## config.mk

```make
export PLATFORM = sky130hd
export DESIGN_NAME = serial_frame_parser_echo_core
export DESIGN_NICKNAME = d
export VERILOG_FILES = /design/src/rtl/sfpe_pkg.sv /design/src/rtl/sfpe_ram.sv /design/src/rtl/sfpe_front.sv /design/src/rtl/sfpe_cmd_fifo.sv /design/src/rtl/sfpe_back.sv /design/src/rtl/serial_frame_parser_echo_core.sv
export SDC_FILE = /design/constraint.sdc
export NUM_CORES = 1
export LEC_CHECK = 0
export ABC_CLOCK_PERIOD_IN_PS = 7900
export BUFFER_PORTS_ARGS = -buffer_cell sky130_fd_sc_hd__buf_2
export CAP_MARGIN = 10
export CELL_PAD_IN_SITES_DETAIL_PLACEMENT = 1
export CELL_PAD_IN_SITES_GLOBAL_PLACEMENT = 2
export CORE_UTILIZATION = 45
export DETAILED_ROUTE_END_ITERATION = 6
export PLACE_DENSITY = 0.85
export SLEW_MARGIN = 20
export SYNTH_ARGS = -nofsm -noshare
export SYNTH_HDL_FRONTEND = slang
export SYNTH_SLANG_ARGS = --single-unit
```

## constraint.sdc

```tcl
create_clock -name clock -period 7.9 [get_ports clock]
set_input_delay 0.395 -clock clock [delete_from_list [all_inputs] [get_ports clock]]
set_output_delay 0.395 -clock clock [all_outputs]
set_load 0.02 [all_outputs]
```

## src/rtl/sfpe_pkg.sv

```systemverilog
package sfpe_pkg;

   // buffer geometry
   localparam int BUF_DEPTH = 32;
   localparam int CNT_W     = 6;
   localparam int ADDR_W    = $clog2(BUF_DEPTH);

   // frame characters
   localparam logic [7:0] CH_OPEN  = 8'h3C;
   localparam logic [7:0] CH_TEXT  = 8'h40;
   localparam logic [7:0] CH_BIN   = 8'h21;
   localparam logic [7:0] CH_CLOSE = 8'h3E;
   localparam logic [7:0] CH_SPACE = 8'h20;

   // reply characters
   localparam logic [7:0] CH_LBRACK = 8'h5B;
   localparam logic [7:0] CH_RBRACK = 8'h5D;
   localparam logic [7:0] CH_CR     = 8'h0D;
   localparam logic [7:0] CH_LF     = 8'h0A;

   // reply job handed from parser to reply engine
   typedef struct packed {
      logic             binary;
      logic [CNT_W-1:0] count;
   } cmd_type;

   // "N/A-" prefix of a binary frame reply
   function automatic logic [7:0] prefix_char(input logic [1:0] idx);
      logic [7:0] ch;
      unique case (idx)
         2'd0: ch = 8'h4E;
         2'd1: ch = 8'h2F;
         2'd2: ch = 8'h41;
         default: ch = 8'h2D;
      endcase
      return ch;
   endfunction

endpackage

```

## src/rtl/sfpe_ram.sv

```systemverilog
module sfpe_ram #(
   parameter int WIDTH = 8,
   parameter int DEPTH = 32
) (
   input  logic                     clock,
   input  logic                     wr_en,
   input  logic [$clog2(DEPTH)-1:0] wr_addr,
   input  logic [WIDTH-1:0]         wr_data,
   input  logic [$clog2(DEPTH)-1:0] rd_addr,
   output logic [WIDTH-1:0]         rd_data
);

   logic [WIDTH-1:0] mem [DEPTH];

   // one write port, registered read port
   always_ff @(posedge clock) begin
      if (wr_en) begin
         mem[wr_addr] <= wr_data;
      end
      rd_data <= mem[rd_addr];
   end

endmodule

```

## src/rtl/sfpe_front.sv

```systemverilog
module sfpe_front (
   input  logic                  clock,
   input  logic                  reset,
   input  logic                  req_valid,
   output logic                  req_ready,
   input  logic [7:0]            req_rx_byte,
   input  logic                  csr_write_en,
   input  logic [7:0]            csr_write_data,
   input  logic                  hold,
   output logic                  wr_en,
   output logic [sfpe_pkg::ADDR_W-1:0] wr_addr,
   output logic [7:0]            wr_data,
   output logic                  push,
   output sfpe_pkg::cmd_type     push_cmd
);
   import sfpe_pkg::*;

   logic [CNT_W-1:0] count_ff, count_in;
   logic [7:0]       type_ff, type_in;
   logic [7:0]       cmd_ff, cmd_in;
   logic [7:0]       echo_code_ff;
   logic             accept;
   logic [7:0]       b;

   assign req_ready = !hold;
   assign accept    = req_valid && req_ready;
   assign b         = req_rx_byte;
   assign wr_data   = b;

   // frame parser
   always_comb begin
      count_in = count_ff;
      type_in  = type_ff;
      cmd_in   = cmd_ff;
      wr_en    = 1'b0;
      wr_addr  = count_ff[ADDR_W-1:0];
      push     = 1'b0;
      push_cmd.binary = (type_ff == CH_BIN);
      push_cmd.count  = count_ff;
      if (accept) begin
         priority if (count_ff == CNT_W'(0)) begin
            if (b == CH_OPEN) begin
               wr_en    = 1'b1;
               count_in = CNT_W'(1);
            end
         end else if (count_ff == CNT_W'(1)) begin
            if (b == CH_TEXT || b == CH_BIN) begin
               wr_en    = 1'b1;
               type_in  = b;
               count_in = CNT_W'(2);
            end else begin
               count_in = '0;
            end
         end else if (count_ff == CNT_W'(2)) begin
            if (b == CH_SPACE) begin
               wr_en    = 1'b1;
               count_in = CNT_W'(3);
            end else begin
               count_in = '0;
            end
         end else if (count_ff >= CNT_W'(BUF_DEPTH)) begin
            // buffer full: restart, a '<' opens a new frame
            wr_addr  = '0;
            count_in = '0;
            if (b == CH_OPEN) begin
               wr_en    = 1'b1;
               count_in = CNT_W'(1);
            end
         end else if (type_ff == CH_TEXT && b == CH_CLOSE) begin
            push     = (count_ff > CNT_W'(3)) && (cmd_ff == echo_code_ff);
            count_in = '0;
         end else if (type_ff == CH_BIN && count_ff > CNT_W'(3) &&
                      cmd_ff == 8'(count_ff)) begin
            push     = 1'b1;
            count_in = '0;
         end else begin
            wr_en = 1'b1;
            if (count_ff == CNT_W'(3)) begin
               cmd_in = b;
            end
            count_in = count_ff + CNT_W'(1);
         end
      end
   end

   // parser registers
   always_ff @(posedge clock) begin
      if (reset) begin
         count_ff     <= '0;
         echo_code_ff <= '0;
      end else begin
         count_ff <= count_in;
         if (csr_write_en) begin
            echo_code_ff <= csr_write_data;
         end
      end
      type_ff <= type_in;
      cmd_ff  <= cmd_in;
   end

endmodule

```

## src/rtl/sfpe_cmd_fifo.sv

```systemverilog
module sfpe_cmd_fifo (
   input  logic              clock,
   input  logic              reset,
   input  logic              push,
   input  sfpe_pkg::cmd_type push_cmd,
   input  logic              pop,
   output logic              not_empty,
   output sfpe_pkg::cmd_type head
);
   import sfpe_pkg::*;

   cmd_type    slot_ff [2];
   logic       wr_ptr_ff, rd_ptr_ff;
   logic [1:0] fill_ff;
   logic       do_push, do_pop;

   assign not_empty = (fill_ff != 2'd0);
   assign head      = slot_ff[rd_ptr_ff];
   assign do_push   = push && (fill_ff != 2'd2);
   assign do_pop    = pop && not_empty;

   // two-entry job queue
   always_ff @(posedge clock) begin
      if (reset) begin
         wr_ptr_ff <= 1'b0;
         rd_ptr_ff <= 1'b0;
         fill_ff   <= 2'd0;
      end else begin
         if (do_push) begin
            wr_ptr_ff <= !wr_ptr_ff;
         end
         if (do_pop) begin
            rd_ptr_ff <= !rd_ptr_ff;
         end
         fill_ff <= fill_ff + 2'(do_push) - 2'(do_pop);
      end
      if (do_push) begin
         slot_ff[wr_ptr_ff] <= push_cmd;
      end
   end

endmodule

```

## src/rtl/sfpe_back.sv

```systemverilog
module sfpe_back (
   input  logic                  clock,
   input  logic                  reset,
   input  logic                  cmd_valid,
   input  sfpe_pkg::cmd_type     cmd,
   output logic                  pop,
   output logic [sfpe_pkg::ADDR_W-1:0] rd_addr,
   input  logic [7:0]            rd_data,
   output logic                  busy,
   output logic                  rsp_valid,
   input  logic                  rsp_ready,
   output logic [7:0]            rsp_out_byte,
   output logic                  rsp_last
);
   import sfpe_pkg::*;

   typedef enum logic [2:0] {
      S_IDLE, S_PREFIX, S_OPEN, S_FETCH, S_DATA, S_CLOSE, S_CR, S_LF
   } state_type;

   state_type        state_ff, state_in;
   logic [CNT_W-1:0] idx_ff, idx_in;
   logic [CNT_W-1:0] count_ff, count_in;
   logic [1:0]       pre_ff, pre_in;
   logic             valid_ff, valid_in;
   logic [7:0]       byte_ff, byte_in;
   logic             last_ff, last_in;
   logic             out_free;

   assign out_free     = !valid_ff || rsp_ready;
   assign rd_addr      = idx_ff[ADDR_W-1:0];
   assign busy         = (state_ff != S_IDLE) || valid_ff;
   assign rsp_valid    = valid_ff;
   assign rsp_out_byte = byte_ff;
   assign rsp_last     = last_ff;

   // reply sequencer
   always_comb begin
      state_in = state_ff;
      idx_in   = idx_ff;
      count_in = count_ff;
      pre_in   = pre_ff;
      valid_in = valid_ff && !rsp_ready;
      byte_in  = byte_ff;
      last_in  = last_ff;
      pop      = 1'b0;
      unique case (state_ff)
         S_IDLE: begin
            if (cmd_valid) begin
               pop      = 1'b1;
               count_in = cmd.count;
               idx_in   = '0;
               pre_in   = '0;
               state_in = cmd.binary ? S_PREFIX : S_OPEN;
            end
         end
         S_PREFIX: begin
            if (out_free) begin
               valid_in = 1'b1;
               byte_in  = prefix_char(pre_ff);
               last_in  = 1'b0;
               pre_in   = pre_ff + 2'd1;
               if (pre_ff == 2'd3) begin
                  state_in = S_OPEN;
               end
            end
         end
         S_OPEN: begin
            if (out_free) begin
               valid_in = 1'b1;
               byte_in  = CH_LBRACK;
               last_in  = 1'b0;
               state_in = (count_ff == '0) ? S_CLOSE : S_FETCH;
            end
         end
         S_FETCH: begin
            // read address settles, data arrives next cycle
            state_in = S_DATA;
         end
         S_DATA: begin
            if (out_free) begin
               valid_in = 1'b1;
               byte_in  = rd_data;
               last_in  = 1'b0;
               idx_in   = idx_ff + CNT_W'(1);
               state_in = (idx_ff + CNT_W'(1) == count_ff) ? S_CLOSE : S_FETCH;
            end
         end
         S_CLOSE: begin
            if (out_free) begin
               valid_in = 1'b1;
               byte_in  = CH_RBRACK;
               last_in  = 1'b0;
               state_in = S_CR;
            end
         end
         S_CR: begin
            if (out_free) begin
               valid_in = 1'b1;
               byte_in  = CH_CR;
               last_in  = 1'b0;
               state_in = S_LF;
            end
         end
         S_LF: begin
            if (out_free) begin
               valid_in = 1'b1;
               byte_in  = CH_LF;
               last_in  = 1'b1;
               state_in = S_IDLE;
            end
         end
         default: state_in = S_IDLE;
      endcase
   end

   // state and output register
   always_ff @(posedge clock) begin
      if (reset) begin
         state_ff <= S_IDLE;
         valid_ff <= 1'b0;
      end else begin
         state_ff <= state_in;
         valid_ff <= valid_in;
      end
      idx_ff   <= idx_in;
      count_ff <= count_in;
      pre_ff   <= pre_in;
      byte_ff  <= byte_in;
      last_ff  <= last_in;
   end

endmodule

```

## src/rtl/serial_frame_parser_echo_core.sv

```systemverilog
// Serial frame parser with echo reply.
// req channel: one received byte per transfer on req_rx_byte (valid/ready).
// rsp channel: one reply byte per transfer on rsp_out_byte, rsp_last marks
//   the final LF of a reply (valid/ready).
// csr port: csr_write_en loads csr_write_data into the echo code register.
// Bytes that do not close a frame are taken one per cycle while req_ready
//   is high. A byte that closes a frame with a reply queues a job, which
//   passes through the job queue and the reply engine state register
//   before the first reply byte is loaded into the output register.
//   Unless rsp_ready stalls, the reply engine sends prefix and bracket
//   bytes one per cycle, and each stored byte after one frame buffer read.
// While a reply is queued or streaming, req_ready is low, since the frame
//   buffer is shared with the next frame; it rises the cycle after the LF
//   transfer.
// A stall on rsp_ready holds the output register and pauses the reply; no
//   byte is dropped or repeated.
// Reset (synchronous) empties the parser, the job queue and the output
//   register and clears the echo code; the frame buffer needs no clearing.
module serial_frame_parser_echo_core (
   input  logic       clock,
   input  logic       reset,
   input  logic       req_valid,
   output logic       req_ready,
   input  logic [7:0] req_rx_byte,
   output logic       rsp_valid,
   input  logic       rsp_ready,
   output logic [7:0] rsp_out_byte,
   output logic       rsp_last,
   input  logic       csr_write_en,
   input  logic [7:0] csr_write_data
);
   import sfpe_pkg::*;

   logic              wr_en;
   logic [ADDR_W-1:0] wr_addr;
   logic [7:0]        wr_data;
   logic [ADDR_W-1:0] rd_addr;
   logic [7:0]        rd_data;
   logic              push, pop, q_not_empty, back_busy;
   cmd_type           push_cmd, head_cmd;

   // parser
   sfpe_front u_front (
      .clock          (clock),
      .reset          (reset),
      .req_valid      (req_valid),
      .req_ready      (req_ready),
      .req_rx_byte    (req_rx_byte),
      .csr_write_en   (csr_write_en),
      .csr_write_data (csr_write_data),
      .hold           (q_not_empty || back_busy),
      .wr_en          (wr_en),
      .wr_addr        (wr_addr),
      .wr_data        (wr_data),
      .push           (push),
      .push_cmd       (push_cmd)
   );

   // frame buffer
   sfpe_ram #(
      .WIDTH (8),
      .DEPTH (BUF_DEPTH)
   ) u_ram (
      .clock   (clock),
      .wr_en   (wr_en),
      .wr_addr (wr_addr),
      .wr_data (wr_data),
      .rd_addr (rd_addr),
      .rd_data (rd_data)
   );

   // job queue
   sfpe_cmd_fifo u_fifo (
      .clock     (clock),
      .reset     (reset),
      .push      (push),
      .push_cmd  (push_cmd),
      .pop       (pop),
      .not_empty (q_not_empty),
      .head      (head_cmd)
   );

   // reply engine
   sfpe_back u_back (
      .clock        (clock),
      .reset        (reset),
      .cmd_valid    (q_not_empty),
      .cmd          (head_cmd),
      .pop          (pop),
      .rd_addr      (rd_addr),
      .rd_data      (rd_data),
      .busy         (back_busy),
      .rsp_valid    (rsp_valid),
      .rsp_ready    (rsp_ready),
      .rsp_out_byte (rsp_out_byte),
      .rsp_last     (rsp_last)
   );

endmodule
```

==> impl_metrics.prom <==
# TYPE chip_impl_metric gauge
chip_impl_info{name="outcome",value="completed"} 1
chip_impl_metric{name="die_width",unit="µm"} 179
chip_impl_metric{name="number_of_buffer_and_inverter_stages_on_the_critical_path",unit=""} 0
chip_impl_metric{name="yosys.cell_types.count",unit=""} 61
chip_impl_metric{name="timing.final.setup_violations",unit=""} 0
chip_impl_metric{name="timing.fmax",unit="MHz"} 289
chip_impl_metric{name="die_area",unit="µm²"} 31900
chip_impl_metric{name="synth_warnings",unit=""} 0
chip_impl_metric{name="cts_made_buffers",unit=""} 34
chip_impl_metric{name="synth-seq-cells",unit=""} 340
chip_impl_metric{name="synth-async-reset-ratio",unit="%"} 0
chip_impl_metric{name="groute.usage.overall",unit="%"} 20.6
chip_impl_metric{name="ios",unit=""} 32
chip_impl_metric{name="number_of_global_route_vias_before_repair",unit=""} 7423
chip_impl_metric{name="met2RoutedLength",unit="µm"} 15800
chip_impl_metric{name="worstPathRequired",unit="ns"} 8.03
chip_impl_info{name="path_cells",value="nor3_1 > and3_1 > o21a_2 > nand4_2 > a211oi_2"} 1
chip_impl_info{name="rsz0062_at_grt",value="no"} 1
chip_impl_metric{name="cts_setup_buffers",unit=""} 0
chip_impl_metric{name="start_util",unit="%"} 45.8
chip_impl_info{name="critical_path.reg2reg.startpoint",value="u_back.state_ff[0]$_SDFFE_PP0P_"} 1
chip_impl_info{name="timing.critical_path.to_type",value="register"} 1
chip_impl_metric{name="vias",unit=""} 7239
chip_impl_metric{name="place_congestion",unit=""} 0.812
chip_impl_metric{name="h-tree-depth",unit=""} 2
chip_impl_info{name="cpLargestDelayFamily",value="simple AND/OR/NAND/NOR gates"} 1
chip_impl_metric{name="dp.final_hpwl",unit="µm"} 20200
chip_impl_metric{name="clockBufferDepth",unit=""} 3
chip_impl_metric{name="multi_input_comb_area",unit="µm²"} 4020
chip_impl_metric{name="remaining_drc_errors",unit=""} 0
chip_impl_metric{name="routed_wire_length_per_instance",unit="µm"} 25.9
chip_impl_metric{name="irDropWorstVdd",unit="mV"} 0.173
chip_impl_info{name="hold_path.class",value="primary input to register"} 1
chip_impl_metric{name="share_clk_of_total_power",unit="%"} 42.5
chip_impl_metric{name="first_iter_violations",unit=""} 573
chip_impl_info{name="critical_path_class",value="register to register"} 1
chip_impl_metric{name="tightestPinTransition",unit="ns"} 1.11
chip_impl_metric{name="power.switching_fraction",unit="%"} 20.8
chip_impl_metric{name="met3WireLength",unit="µm"} 1560
chip_impl_metric{name="synth_enable_flop_cells",unit=""} 309
chip_impl_info{name="combinational_family_with_the_most_area_after_synthesis",value="multiplexers"} 1
chip_impl_info{name="timing.critical_path.from_type",value="register"} 1
chip_impl_metric{name="cts_repair_resize_count",unit=""} 0
chip_impl_metric{name="worst-path-max-fanout",unit=""} 18
chip_impl_metric{name="fillerInstances",unit=""} 2794
chip_impl_metric{name="share_comb_of_total_power",unit="%"} 4.3
chip_impl_info{name="critPathLaunch",value="u_back.state_ff[0]$_SDFFE_PP0P_"} 1
chip_impl_metric{name="ant_nets",unit=""} 0
chip_impl_metric{name="layout-area-overhead-vs-synth",unit="%"} 13.1
chip_impl_metric{name="vias_per_cell",unit=""} 5.89
chip_impl_metric{name="io_buffers",unit=""} 31
chip_impl_info{name="ys_dominant_reg_cell",value="edfxtp_1"} 1
chip_impl_metric{name="cts_sinks",unit=""} 340
chip_impl_metric{name="synth_compound_gate_area_share",unit="%"} 4.36
chip_impl_metric{name="postCtsHoldBufs",unit=""} 0
chip_impl_metric{name="synth.area.mux_share",unit="%"} 14.7
chip_impl_metric{name="synthXorXnorAreaFrac",unit="%"} 1.87
chip_impl_metric{name="setup_ws",unit="ns"} 4.44
chip_impl_info{name="min_from",value="csr_write_data[6]"} 1
chip_impl_metric{name="layout_nets",unit=""} 843
chip_impl_metric{name="timing_hold_violations_final",unit=""} 0
chip_impl_info{name="dr.max_layer_used",value="met4"} 1
chip_impl_metric{name="synth-adder-area-share",unit="%"} 1.16
chip_impl_metric{name="sequential_cell_area",unit="µm²"} 9900
chip_impl_metric{name="total_leakage_power",unit="nW"} 5.08
chip_impl_metric{name="postSynthNetCount",unit=""} 803
chip_impl_metric{name="synthSimpleGateAreaFrac",unit="%"} 5.55
chip_impl_metric{name="psw",unit="µW"} 778
chip_impl_metric{name="wl_met1",unit="µm"} 13500
chip_impl_metric{name="remaining_max_slew_budget_at_the_tightest_pin",unit="%"} 25.3
chip_impl_metric{name="final_layout_size_suffix_gt1_share",unit="%"} 27.1
chip_impl_metric{name="syn_avg_cell_area",unit="µm²"} 18.2
chip_impl_info{name="cts_tree",value="built"} 1
chip_impl_info{name="crit_path_top_delay_cell",value="a211oi_2"} 1
chip_impl_metric{name="antenna_found_initial",unit=""} 0
chip_impl_metric{name="core-area",unit="µm²"} 30600
chip_impl_metric{name="synth.yosys.seq_area_share",unit="%"} 70.6
chip_impl_metric{name="cp.arrival",unit="ns"} 3.59
chip_impl_metric{name="setup_clock_skew_after_layout",unit="ns"} 0.0121
chip_impl_metric{name="rows",unit=""} 64
chip_impl_info{name="cts_root_buf",value="clkbuf_16"} 1
chip_impl_metric{name="netlist_instances",unit=""} 769
chip_impl_metric{name="syn-cell-area",unit="µm²"} 14000
chip_impl_metric{name="grt_first_pass_wirelength",unit="µm"} 47400
chip_impl_metric{name="finalWorstPathRequiredPeriod",unit="ns"} 3.46
chip_impl_metric{name="pwr_density_cell",unit="nW/µm²"} 236
chip_impl_metric{name="totalWireLength",unit="µm"} 31800
chip_impl_metric{name="grt_overflow",unit=""} 0
chip_impl_metric{name="diodes",unit=""} 0
chip_impl_metric{name="final_max_slew_viol_count",unit=""} 0
chip_impl_metric{name="die_h",unit="µm"} 179
chip_impl_metric{name="final_min_period_over_clock_period",unit="%"} 43.9
chip_impl_metric{name="drtPass1Iterations",unit=""} 4
chip_impl_metric{name="design_internal_power",unit="mW"} 2.97
chip_impl_metric{name="worst_skew_pair.late_latency",unit="ns"} 0.51
chip_impl_metric{name="seq_power_share",unit="%"} 53.1
chip_impl_metric{name="worst_setup_hold_path_clk_slew",unit="ns"} 0.06
chip_impl_metric{name="critical-path-max-stage-delay",unit="ns"} 0.84
chip_impl_metric{name="tns",unit="ns"} 0
chip_impl_metric{name="maxCapViolCount",unit=""} 0
chip_impl_metric{name="grt_max_degree",unit=""} 67
chip_impl_metric{name="dpl_worst_slack",unit="ns"} 3.72
-- state kept, by name, summed over array words and instances, names as in the netlist, 2 cells and up, named ones only --
register and flops:
u_front.cmd_ff 8, u_front.count_ff 6, u_fifo.fill_ff 2, u_fifo.slot_ff 14, u_front.type_ff 8, u_front.echo_code_ff 8
u_ram.mem 256, u_back.idx_ff 6, u_back.rsp_out_byte 8, u_back.pre_ff 2, u_back.state_ff 3, u_ram.rd_data 8
u_back.count_ff 6
-- cell usage after synthesis (all sizes together) (3+ instances only) --
cell type	n	share of area [%]
clkbuf	29	0.78
nand3	12	0.43
nand2	18	0.48
nor3b	3	0.16
o21a	3	0.17
xnor2	6	0.37
a21oi	9	0.40
nor4	8	0.46
o21bai	3	0.16
buf	14	0.71
dfxtp	31	4.4
nand4	11	0.67
xor2	24	1.5
inv	9	0.24
o211ai	3	0.16
ha	13	1.2
mux2i	8	0.57
nor2	45	1.2
a211oi	32	1.7
nor2b	10	0.45
nand3b	3	0.16
mux4	80	13
mux2	16	1.3
a32oi	3	0.19
edfxtp	309	66
nand2b	3	0.13
nor3	17	0.64
and3	5	0.22
o21ai	17	0.61
or3	3	0.13
-- area by class of cell --
type,count,share of cell area [%]
flip-flops and latches,340,62.4
multi-input cells,377,25.4
clock buffers,46,6.05
well taps,396,3.12
repair buffers,47,1.91
clock inverters,15,0.907
inverters,9,0.213
-- tightest hold or removal path, delay by kind of cell --
family                 cells  cell delay, ns
AND/OR/NAND/NOR            1            0.07
buffers and inverters      1            0.07
multiplexers               1            0.05
-- power by group through the flow --
stage          Combinational (mW)  Clock [mW]  Sequential [mW]
2_1_floorplan              0.0836           0             2.02
3_3_place_gp                0.142           0             2.03
3_5_place_dp                0.143           0             2.03
4_1_cts                     0.145        1.62             1.99
5_1_grt                     0.174        1.67             1.99
6_report                    0.163        1.59             1.99
-- final timing paths --
check                                                       endpoint  slack [ns]  cells after the start
worst max register to register             u_ram.mem[3][3]$_DFFE_PP_        4.44                      5
worst max-delay path                       u_ram.mem[3][3]$_DFFE_PP_        4.44                      5
worst min register to register         u_fifo.rd_ptr_ff$_SDFFE_PP0P_        0.51                      2
worst min-delay path            u_front.echo_code_ff[6]$_SDFFE_PP0P_        0.13                      3
-- placed cells by master (no fill, tap or decap), drive strengths merged, types with 18 or more instances in the layout --
master	count
mux4	80
a211oi	32
buf	47
nand2	18
edfxtp	309
xor2	24
nor2	45
dfxtp	31
clkbuf	46
-- cell families after synthesis --
| kind of cell | count (synthesis) |
|---|---|
| adder cells (fa/ha/maj) | 13 |
| XOR/XNOR | 30 |
| AO/OA/AOI/OAI | 86 |
| multiplexers | 104 |
| buffers and inverters | 52 |
| AND/OR/NAND/NOR | 144 |
| flip-flops | 340 |
-- layer usage --
layer / vias to the layer above / global-route usage (%)
li1: 3208 / -
met4: 0 / 6.96
met3: 56 / 3.64
met2: 206 / 33.8
met1: 3769 / 27.8
met5: - / 0
-- per-stage QoR --
step	power, mW	hold slack [ns]	std cells	area, µm²	utilization (%)
floorplan	2.10	0.424	769	14000	-
global placement	2.17	0.492	1167	14600	47.6
detailed placement	2.17	0.494	1167	14600	47.6
CTS	3.75	0.110	1228	15700	51.2
global route	3.84	0.139	1230	15900	51.8
finish	3.74	0.127	1230	15900	51.8
Power figures use the tool's default switching activity.
